File: src/rtl/bdq_pkg.sv
// Shared constants and types for the bounded double-ended queue.
`timescale 1ns / 1ps
`default_nettype none

package bdq_pkg;

  localparam int CAPACITY_DEF = 32;
  localparam int DATA_W       = 32;
  localparam int CMD_W        = 4;
  localparam int RCNT_W       = 6;

  typedef enum logic [CMD_W-1:0] {
    CMD_PUSH_FRONT = 4'd0,
    CMD_PUSH_BACK  = 4'd1,
    CMD_POP_FRONT  = 4'd2,
    CMD_POP_BACK   = 4'd3,
    CMD_DELETE     = 4'd4,
    CMD_READ_ALL   = 4'd5,
    CMD_READ_FIRST = 4'd6,
    CMD_READ_LAST  = 4'd7,
    CMD_CLEAR      = 4'd8
  } cmd_t;

  typedef enum logic [2:0] {
    ST_IDLE,
    ST_DEL,
    ST_RD_ADDR,
    ST_RD_DATA,
    ST_MARK
  } state_t;

endpackage

`default_nettype wire

File: src/rtl/bdq_ram.sv
// Entry store: one write port, one read port with registered read data.
`timescale 1ns / 1ps
`default_nettype none

module bdq_ram
  import bdq_pkg::*;
#(
  parameter int DEPTH  = CAPACITY_DEF,
  parameter int ADDR_W = (DEPTH > 2) ? $clog2(DEPTH) : 1
) (
  input  wire logic              clk,
  input  wire logic              wr_en,
  input  wire logic [ADDR_W-1:0] wr_addr,
  input  wire logic [DATA_W-1:0] wr_data,
  input  wire logic              rd_en,
  input  wire logic [ADDR_W-1:0] rd_addr,
  output logic      [DATA_W-1:0] rd_data
);

  logic [DATA_W-1:0] mem [DEPTH];
  logic [DATA_W-1:0] rd_data_r;

  always_ff @(posedge clk) begin
    if (wr_en) begin
      mem[wr_addr] <= wr_data;
    end
  end

  always_ff @(posedge clk) begin
    if (rd_en) begin
      rd_data_r <= mem[rd_addr];
    end
  end

  assign rd_data = rd_data_r;

endmodule

`default_nettype wire

File: src/rtl/bounded_deque_with_value_delete.sv
// Top level: bounded double-ended queue with delete-by-value and read-out.
`timescale 1ns / 1ps
`default_nettype none

// Ordered store of up to CAPACITY signed words in a circular buffer held in a
// single-port-read RAM. Push, pop and clear complete in the cycle the
// transaction is taken; the next command is taken in the following cycle.
// Delete-by-value walks the stored entries through the one RAM read port,
// one entry per cycle. A read-out fetches each entry in two steps (address,
// then data into the output register), and out_stall can hold the output;
// an empty read-out gives one marker result, which out_stall can also hold.
// in_stall is high while a delete or read-out runs. Entries are undefined
// until written; no clearing pass.
module bounded_deque_with_value_delete
  import bdq_pkg::*;
#(
  parameter int CAPACITY = CAPACITY_DEF
) (
  input  wire logic                     clk,
  input  wire logic                     rst_n,
  input  wire logic                     in_valid,
  output logic                          in_stall,
  input  wire logic [CMD_W-1:0]         in_command,
  input  wire logic signed [DATA_W-1:0] in_operand_value,
  input  wire logic [RCNT_W-1:0]        in_read_count,
  output logic                          out_valid,
  input  wire logic                     out_stall,
  output logic signed [DATA_W-1:0]      out_element_value,
  output logic                          out_element_valid,
  output logic                          out_last_of_run
);

  localparam int IDX_W = (CAPACITY > 2) ? $clog2(CAPACITY) : 1;
  localparam int CNT_W = $clog2(CAPACITY + 1);
  localparam int CMP_W = (CNT_W > RCNT_W) ? CNT_W : RCNT_W;

  function automatic logic [IDX_W-1:0] slot_of(input logic [IDX_W-1:0] f,
                                               input logic [CNT_W-1:0] p);
    logic [CNT_W:0] s;
    s = (CNT_W+1)'(f) + (CNT_W+1)'(p);
    if (s >= (CNT_W+1)'(CAPACITY)) begin
      s = s - (CNT_W+1)'(CAPACITY);
    end
    return s[IDX_W-1:0];
  endfunction

  state_t             state_r, state_nxt;
  logic [CNT_W-1:0]   occ_r, occ_nxt;
  logic [IDX_W-1:0]   front_r, front_nxt;
  logic [CNT_W-1:0]   pos_r, pos_nxt;
  logic [CNT_W-1:0]   end_r, end_nxt;
  logic [CNT_W-1:0]   wr_r, wr_nxt;
  logic               pend_r, pend_nxt;
  logic [DATA_W-1:0]  del_val_r, del_val_nxt;

  logic               out_valid_r, out_valid_nxt;
  logic [DATA_W-1:0]  out_value_r, out_value_nxt;
  logic               out_elem_valid_r, out_elem_valid_nxt;
  logic               out_last_r, out_last_nxt;
  logic               out_load;
  logic               out_free;

  logic               ram_we;
  logic [IDX_W-1:0]   ram_waddr;
  logic [DATA_W-1:0]  ram_wdata;
  logic               ram_re;
  logic [IDX_W-1:0]   ram_raddr;
  logic [DATA_W-1:0]  ram_rdata;

  logic               k_big;
  logic [CNT_W-1:0]   rd_start;
  logic [CNT_W-1:0]   rd_count;
  logic [IDX_W-1:0]   push_front_slot;

  bdq_ram #(
    .DEPTH  (CAPACITY),
    .ADDR_W (IDX_W)
  ) u_ram (
    .clk     (clk),
    .wr_en   (ram_we),
    .wr_addr (ram_waddr),
    .wr_data (ram_wdata),
    .rd_en   (ram_re),
    .rd_addr (ram_raddr),
    .rd_data (ram_rdata)
  );

  assign out_free        = !out_valid_r || !out_stall;
  assign k_big           = CMP_W'(in_read_count) >= CMP_W'(occ_r);
  assign push_front_slot = (front_r == '0) ? IDX_W'(CAPACITY - 1) : front_r - IDX_W'(1);

  always_comb begin
    rd_start = '0;
    rd_count = occ_r;
    unique case (cmd_t'(in_command))
      CMD_READ_FIRST: begin
        if (!k_big) begin
          rd_count = CNT_W'(in_read_count);
        end
      end
      CMD_READ_LAST: begin
        if (!k_big) begin
          rd_count = CNT_W'(in_read_count);
          rd_start = occ_r - CNT_W'(in_read_count);
        end
      end
      default: begin
      end
    endcase
  end

  always_comb begin
    state_nxt          = state_r;
    occ_nxt            = occ_r;
    front_nxt          = front_r;
    pos_nxt            = pos_r;
    end_nxt            = end_r;
    wr_nxt             = wr_r;
    pend_nxt           = pend_r;
    del_val_nxt        = del_val_r;
    ram_we             = 1'b0;
    ram_waddr          = '0;
    ram_wdata          = in_operand_value;
    ram_re             = 1'b0;
    ram_raddr          = '0;
    out_load           = 1'b0;
    out_value_nxt      = ram_rdata;
    out_elem_valid_nxt = 1'b1;
    out_last_nxt       = 1'b0;

    unique case (state_r)
      ST_IDLE: begin
        if (in_valid) begin
          unique case (cmd_t'(in_command))
            CMD_PUSH_FRONT: begin
              if (occ_r < CNT_W'(CAPACITY)) begin
                front_nxt = push_front_slot;
                ram_we    = 1'b1;
                ram_waddr = push_front_slot;
                occ_nxt   = occ_r + CNT_W'(1);
              end
            end
            CMD_PUSH_BACK: begin
              if (occ_r < CNT_W'(CAPACITY)) begin
                ram_we    = 1'b1;
                ram_waddr = slot_of(front_r, occ_r);
                occ_nxt   = occ_r + CNT_W'(1);
              end
            end
            CMD_POP_FRONT: begin
              if (occ_r != '0) begin
                occ_nxt   = occ_r - CNT_W'(1);
                front_nxt = (occ_r == CNT_W'(1)) ? '0 : slot_of(front_r, CNT_W'(1));
              end
            end
            CMD_POP_BACK: begin
              if (occ_r != '0) begin
                occ_nxt = occ_r - CNT_W'(1);
                if (occ_r == CNT_W'(1)) begin
                  front_nxt = '0;
                end
              end
            end
            CMD_DELETE: begin
              del_val_nxt = in_operand_value;
              pos_nxt     = '0;
              wr_nxt      = '0;
              pend_nxt    = 1'b0;
              state_nxt   = ST_DEL;
            end
            CMD_READ_ALL, CMD_READ_FIRST, CMD_READ_LAST: begin
              pos_nxt   = rd_start;
              end_nxt   = rd_start + rd_count;
              state_nxt = (rd_count == '0) ? ST_MARK : ST_RD_ADDR;
            end
            CMD_CLEAR: begin
              occ_nxt   = '0;
              front_nxt = '0;
            end
            default: begin
            end
          endcase
        end
      end
      ST_DEL: begin
        if (pend_r && (ram_rdata != del_val_r)) begin
          ram_we    = 1'b1;
          ram_waddr = slot_of(front_r, wr_r);
          ram_wdata = ram_rdata;
          wr_nxt    = wr_r + CNT_W'(1);
        end
        if (pos_r < occ_r) begin
          ram_re    = 1'b1;
          ram_raddr = slot_of(front_r, pos_r);
          pos_nxt   = pos_r + CNT_W'(1);
          pend_nxt  = 1'b1;
        end else begin
          pend_nxt = 1'b0;
        end
        if ((pos_r == occ_r) && !pend_r) begin
          occ_nxt   = wr_r;
          if (wr_r == '0) begin
            front_nxt = '0;
          end
          state_nxt = ST_IDLE;
        end
      end
      ST_RD_ADDR: begin
        ram_re    = 1'b1;
        ram_raddr = slot_of(front_r, pos_r);
        state_nxt = ST_RD_DATA;
      end
      ST_RD_DATA: begin
        if (out_free) begin
          out_load     = 1'b1;
          out_last_nxt = (pos_r + CNT_W'(1)) == end_r;
          pos_nxt      = pos_r + CNT_W'(1);
          state_nxt    = out_last_nxt ? ST_IDLE : ST_RD_ADDR;
        end
      end
      ST_MARK: begin
        if (out_free) begin
          out_load           = 1'b1;
          out_value_nxt      = '0;
          out_elem_valid_nxt = 1'b0;
          out_last_nxt       = 1'b1;
          state_nxt          = ST_IDLE;
        end
      end
      default: begin
        state_nxt = ST_IDLE;
      end
    endcase
  end

  always_comb begin
    if (out_load) begin
      out_valid_nxt = 1'b1;
    end else if (!out_stall) begin
      out_valid_nxt = 1'b0;
    end else begin
      out_valid_nxt = out_valid_r;
    end
  end

  always_ff @(posedge clk) begin
    if (!rst_n) begin
      state_r     <= ST_IDLE;
      occ_r       <= '0;
      front_r     <= '0;
      pend_r      <= 1'b0;
      out_valid_r <= 1'b0;
    end else begin
      state_r     <= state_nxt;
      occ_r       <= occ_nxt;
      front_r     <= front_nxt;
      pend_r      <= pend_nxt;
      out_valid_r <= out_valid_nxt;
    end
  end

  always_ff @(posedge clk) begin
    pos_r     <= pos_nxt;
    end_r     <= end_nxt;
    wr_r      <= wr_nxt;
    del_val_r <= del_val_nxt;
    if (out_load) begin
      out_value_r      <= out_value_nxt;
      out_elem_valid_r <= out_elem_valid_nxt;
      out_last_r       <= out_last_nxt;
    end
  end

  assign in_stall          = (state_r != ST_IDLE);
  assign out_valid         = out_valid_r;
  assign out_element_value = out_value_r;
  assign out_element_valid = out_elem_valid_r;
  assign out_last_of_run   = out_last_r;

  a_occ_bound: assert property (@(posedge clk) disable iff (!rst_n)
    occ_r <= CNT_W'(CAPACITY))
    else $error("occupancy above capacity");

  a_front_bound: assert property (@(posedge clk) disable iff (!rst_n)
    front_r < IDX_W'(CAPACITY) || (CAPACITY == (1 << IDX_W)))
    else $error("front index out of range");

  a_empty_front: assert property (@(posedge clk) disable iff (!rst_n)
    occ_r == '0 |-> front_r == '0)
    else $error("empty store with nonzero front index");

  a_del_order: assert property (@(posedge clk) disable iff (!rst_n)
    state_r == ST_DEL |-> wr_r <= pos_r)
    else $error("delete write pointer passed read pointer");

  a_no_load_busy: assert property (@(posedge clk) disable iff (!rst_n)
    out_valid_r && out_stall |=> $stable(out_value_r) && $stable(out_last_r))
    else $error("output register overwritten while stalled");

endmodule

`default_nettype wire

File: config.mk
export PLATFORM = sky130hd
export DESIGN_NAME = bounded_deque_with_value_delete
export DESIGN_NICKNAME = d
export VERILOG_FILES = /design/src/rtl/bdq_pkg.sv /design/src/rtl/bdq_ram.sv /design/src/rtl/bounded_deque_with_value_delete.sv
export SDC_FILE = /design/constraint.sdc
export NUM_CORES = 2
export LEC_CHECK = 0
export ABC_AREA = 1
export BUFFER_PORTS_ARGS = -buffer_cell sky130_fd_sc_hd__buf_2
export CAP_MARGIN = 20
export CORE_ASPECT_RATIO = 1.75
export CORE_MARGIN = 2
export CORE_UTILIZATION = 55
export DETAILED_ROUTE_END_ITERATION = 8
export PLACE_DENSITY = 0.76
export SLEW_MARGIN = 20
export SYNTH_ARGS = -nofsm -noshare
export SYNTH_HDL_FRONTEND = slang
export SYNTH_HIERARCHICAL = 1
export SYNTH_SLANG_ARGS = --single-unit
File: constraint.sdc
create_clock -name clk -period 11.25 [get_ports clk]
set_clock_uncertainty 0.1 [all_clocks]
set_input_delay 2.25 -clock clk [delete_from_list [all_inputs] [get_ports clk]]
set_output_delay 2.25 -clock clk [all_outputs]
set_load 0.03 [all_outputs]
**Yosys cells after proc, flatten, opt, wreduce, memory -nomap -nowiden**

Memories as Yosys holds them, arrays and structs flattened. A register that Yosys moved wholly into a read port is not among the register bits.
Cells that the tools add are included.

- Bits of input ports: 46
- Memories: 1
- Bits in writable memories: 1024
- Output and inout bits: 36
- Bits in registers: 100
- Word-level logic and storage cells: 170

Memories:

| name | depth | bits a word | read ports | clocked after Yosys merged registers in | write ports | line | text |
|---|---|---|---|---|---|---|---|
| u_ram.mem | 32 | 32 | 1 | 1 | 1 | bdq_ram.sv:20 | `logic [DATA_W-1:0] mem [DEPTH];` |

- Multiplexer cells: 73
- Reductions and logical operators: 28
- Add/subtract/negate cells: 15
- Magnitude comparators: 7
- Eq/ne operators: 34

Operators by type and width:

| operator | number |
|---|---|
| two-way mux 32 bit | 4 |
| two-way mux 5 bit | 18 |
| two-way mux 6 bit | 14 |
| case mux 5 bit (2 select lines) | 4 |
| case mux 6 bit (2 select lines) | 3 |
| case mux 6 bit (3 select lines) | 2 |
| != test 32 bit | 1 |
| subtractor 5 x 1 -> 5 bit, second input constant | 5 |
| adder 5 x 6 -> 7 bit | 3 |
| greater-or-equal comparator 7 x 6 -> 1 bit, second input constant | 3 |
| case mux 5 bit (4 select lines) | 1 |
| adder 6 x 1 -> 6 bit, second input constant | 3 |
| != test 3 bit, second input constant | 6 |
| == test 4 x 3 -> 1 bit, second input constant | 4 |
| two-way mux 1 bit | 15 |
| two-way mux 3 bit | 5 |
| case mux 3 bit (5 select lines) | 1 |
| != test 2 bit, second input constant | 7 |
| == test 6 bit | 2 |
| zero test 6 bit | 2 |
| AND reduction 5 bit | 2 |
| AND reduction 3 bit | 3 |
| AND reduction 9 bit | 1 |
| == test 4 x 2 -> 1 bit, second input constant | 2 |
| other kinds (34) | 46 |

**Depth between registers and ports, before layout**

- Depth in word-level cells: 8
- Depth in mapped cells: 24
- Depth with buffers taken out: 20

**Modules after synthesis**

The synthesis kept the hierarchy.

By module, submodules not included:

| module | instances | seq. area each (um^2) | area each (um^2) | cells an instance |
|---|---|---|---|---|
| bdq_ram | 1 | 31710.4 | 42726.0 | 3536 |
| bounded_deque_with_value_delete | 1 | 2842.7 | 6678.9 | 819 |

**Worst setup path before layout**

No wires, ideal clock.

- Path kind: input port to flip-flop
- Start: in in_command[0]
- End: reg wr_r[0], enable pin
- Setup slack: 5.606 ns
- Buffers on the path: 0
- Cell stages on the path: 4
- Data required time: 10.839 ns
- Arrival: 5.233 ns
- Library setup time: 0.311 ns
- Cells stage by stage: nor2_2 inv_1 nor3_1 or2_2

- Word-level cells in the longest chain between the ends: 3

RTL lines:

| element | line | text |
|---|---|---|
| start, declared | bounded_deque_with_value_delete.sv:23 | `input wire logic [CMD_W-1:0] in_command,` |
| == test 4 x 3 -> 1 bit | bounded_deque_with_value_delete.sv:134 | `unique case (cmd_t'(in_command))` |
| != test 2 x 1 -> 1 bit (no line) | n/a |  |
| AND reduction 4 bit (no line) | n/a |  |
| end signal, assigned | bounded_deque_with_value_delete.sv:265 | `wr_r <= wr_nxt;` |
| end, declared | bounded_deque_with_value_delete.sv:52 | `logic [CNT_W-1:0] wr_r, wr_nxt;` |

No other way between the ends.
A chain may end at the register's enable or synchronous reset.

**Worst setup path after layout**

- Start: reg occ_r[1]
- End: reg u_ram.rd_data_r[2], in the netlist u_ram/rd_data[2] (read register of u_ram.mem), data pin

- Word-level cells in the longest chain between the ends: 3
- Elaborated cells on any way between the ends: 5
- Classes of those cells: order compare (1); mux (4)

RTL lines:

| element | line | text |
|---|---|---|
| start, declared | bounded_deque_with_value_delete.sv:48 | `logic [CNT_W-1:0] occ_r, occ_nxt;` |
| start signal, assigned | bounded_deque_with_value_delete.sv:255 | `occ_r <= occ_nxt;` |
| < comparator 6 bit | bounded_deque_with_value_delete.sv:192 | `if (pos_r < occ_r) begin` |
| two-way mux 1 bit | bounded_deque_with_value_delete.sv:192 |  |
| case mux 1 bit (2 select lines) | bounded_deque_with_value_delete.sv:131 | `unique case (state_r)` |
| net ram_re | bounded_deque_with_value_delete.sv:66 | `logic ram_re;` |
| end, declared | bdq_ram.sv:21 | `logic [DATA_W-1:0] rd_data_r;` |

The timed path passes the listed nets, and every way through them passes these cells.

==> impl_results.md <==
* Outcome: completed
* Post-DP HPWL at between 70,000 and 80,000 um
* Setup Fix Bufs, Post-CTS at 0
* # setup viols final at 0
* Final ANT Viol Nets at 0
* # IOs at 82
* CTS tree: yes
* Die height at about 400 um
* CTS Sinks at between 1,000 and 1,500
* Critical Path RT at between 10,000 and 15,000 ps
* Die area at 0.0923 sq mm
* Min-delay worst type: flip-flop to flip-flop
* Crit share post-route at 58.0%
* Site row count at 145
* Flops & latches, synth at 1,156
* Final WL at between 100,000 and 150,000 um
* Final instance area at ~0.054 sq mm
* Drt initial violations at slightly below 4,000
* P_leak at about 20 nW
* Number of synthesized flops with an enable pin at 1,140
* Area Overhead vs Synth at 9.32%
* CP Capture Point: u_ram/rd_data[2]
* Vias in the first global route at 33,265
* # nets final at around 4,500
* Post-CTS Hold Fix Bufs at 0
* Post-synthesis async set-or-reset flop share at 0%
* Share of layout cells above drive strength 1 at 8.72%
* Routed len/inst at roughly 22 um
* Skew-Pair Late Insertion Delay at 710 ps
* CP Max Fanout at 142
* Commonest non-fill, non-tap cell in the layout: nand2_1
* CTS root buffer: clkbuf_16
* Critical Path AT at 6890 ps
* Critical Path Source: occ_r[1]
* Syn_area_per_cell at ~11 sq um
* Max_cap viols at 0
* Grt total ovfl at 0
* Drt pass-1 iters at 6
* Max Root-Sink Buffers at 3
* Power Density at ~180 mW/mm^2
* Vias/cell at 5.98
* GPL Wtd Cong at between 0.9 and 1
* Reg2reg setup slack at 4720 ps
* R2R Path End: u_ram/rd_data[2]
* H-tree levels at 3
* Cells resized by post-CTS repair at 0
* Cell Area, Synth at 0.0494 sq mm
* RSZ-0062 raised after global routing: no
* Core Region at 0.0891 sq mm
* Fmax at approximately 150 MHz
* Vias at 33,576
* Crit path launch type: flip-flop
* Number of warnings issued by yosys at 6
* Setup TNS at 0 ps
* DR DRC count at 0
* Filler cell count at between 6,000 and 7,000
* WS Path Type: flip-flop to flip-flop
* Initial core utilization at 55.5%
* Count of buffers from port buffering at 81
* Die Wd at 231 um
* Synthesized Nets at 4,444
* Number of CTS-inserted buffers at 93
* Tot GR Track Use at 27.1%
* Post-synth cell types at between 40 and 50
* Global-route wire length before repair at around 190,000 um
* Sequential element share of the synthesized area at between 60% and 70%
* Fin crit period at approximately 6500 ps
* Most used DFF post-synth: edfxtp_1
* Register-to-Register Path Depth at 21
* Antenna violations before repair at 3
* Placed cell area at 0.0507 sq mm
* Final Hold Fails at 0
* Clock transition at path regs at roughly 70 ps
* Worst rel slew slack at 22.7%
* Worst slew pin tran at 1160 ps
* Crit. End Element: flip-flop
* Final Max Tran Viols at 0
* VDD IR-drop max at 0.113 mV
* Mapped Cells at 4,355
* Commonest non-fill, non-tap cells in the layout: nand2_1 (1,678), edfxtp_1 (1,140), nand3_1 (823)
* Worst R2R Start: occ_r[1]
* Largest net degree at the start of global routing at 203
-- cell usage after synthesis, types with 2 or more instances --
library cell / count / area, sq um
a21oi_1: 36 / 180
a31oi_1: 4 / 25.0
buf_1: 18 / 67.6
buf_2: 92 / 460
buf_4: 24 / 180
buf_6: 66 / 743
buf_8: 3 / 45.0
clkbuf_1: 33 / 124
dfxtp_1: 16 / 320
edfxtp_1: 1140 / 34200
fa_1: 5 / 100
ha_1: 38 / 475
inv_1: 105 / 394
inv_2: 10 / 37.5
nand2_1: 1686 / 6330
nand2_2: 5 / 31.3
nand2_4: 2 / 22.5
nand3_1: 825 / 4130
nand3_2: 3 / 30.0
nand3b_1: 2 / 15.0
nand4_1: 5 / 31.3
nor2_1: 84 / 315
nor2_2: 4 / 25.0
nor2_4: 5 / 56.3
nor3_1: 10 / 50.1
nor3b_2: 2 / 25.0
o211ai_1: 3 / 22.5
o21a_1: 2 / 15.0
o21ai_0: 40 / 200
o21ai_1: 4 / 20.0
o22ai_1: 5 / 31.3
or2_1: 2 / 12.5
or2_2: 7 / 43.8
xnor2_1: 36 / 315
xor2_1: 23 / 201
-- worst min-delay path by stage --
stage	depth (start not counted)	slack, ps	endpoint	from
2_1_floorplan	2	410	out_element_value[14]	u_ram/rd_data[14]
3_3_place_gp	2	460	out_element_value[14]	u_ram/rd_data[14]
3_5_place_dp	2	460	out_element_value[14]	u_ram/rd_data[14]
4_1_cts	2	470	out_element_value[14]	u_ram/rd_data[14]
5_1_grt	2	530	out_element_value[14]	u_ram/rd_data[14]
6_report	2	480	out_element_value[14]	u_ram/rd_data[14]
-- stage by stage --
| stage | instances | setup slack, ps | utilization (%) | total power, W | hold WS (ps) |
|---|---|---|---|---|---|
| after detailed placement | 5440 | 4960 | 56.9 | 0.00614 | 460 |
| final | 5616 | 4720 | 60.6 | 0.00951 | 478 |
| after global routing | 5616 | 4440 | 60.6 | 0.00980 | 532 |
| after floorplan | 4355 | 5610 | - | 0.00580 | 407 |
| after CTS | 5610 | 4960 | 60.5 | 0.00950 | 472 |
| after global placement | 5432 | 4990 | 56.7 | 0.00612 | 456 |
-- power breakdown --
group	internal [W]	total, W	leakage [nW]	switching (W)
registers	0.00483	0.00489	10.4	0.0000612
logic	0.000324	0.00119	8.02	0.000864
clock network	0.00190	0.00343	1.54	0.00153
-- final cells by class --
type | count | area (sq um) | share of cell area (%)
Sequential cell | 1156 | 34600 | 64.0
Multi-Input combinational cell | 2847 | 13100 | 24.3
Clock buffer | 106 | 2380 | 4.40
Tap cell | 1176 | 1470 | 2.72
Timing Repair Buffer | 149 | 1210 | 2.25
Clock inverter | 64 | 796 | 1.47
Inverter | 116 | 462 | 0.855
Antenna cell | 2 | 5.00 | 0.00927
-- flip-flops by register name, summed over array words and instances (netlist names), 5 cells and up --
register	cells
del_val_r	32
end_r	6
front_r	5
occ_r	6
out_element_value	32
pos_r	6
u_ram/mem	1024
u_ram/rd_data	32
wr_r	6
-- worst max-delay path, stage by stage (launching register included) --
cell and delay (ps):
dfxtp_1 570, inv_1 240, ha_1 340, inv_1 80
nor2_1 40, o21ai_0 170, o211ai_1 110, inv_1 90
nand2_1 70, nand2_2 760, inv_1 460, nor2_4 210
buf_12 550, buf_4 840, buf_4 660, nand3_1 200
nand3_1 120, nand2_1 120, nand2_1 140, nand2_1 70
nand2_1 70, nand2_1 60
-- routing by layer --
metal	track usage (%)	routed length [um]	vias up
li1	-	-	15014
met5	0	0	-
met1	33.0	44300	16112
met2	46.8	63700	2065
met4	13.9	6310	0
met3	3.90	11900	385
-- cell families after synthesis --
family,after synthesis,share of synthesized area [%]
compound gates,102,1.15
xor+xnor,59,1.05
fa+ha+maj,43,1.16
buf+inv,352,4.18
flops,1156,69.9
simple gates,2643,22.5
(Power assumes the default switching activity.)
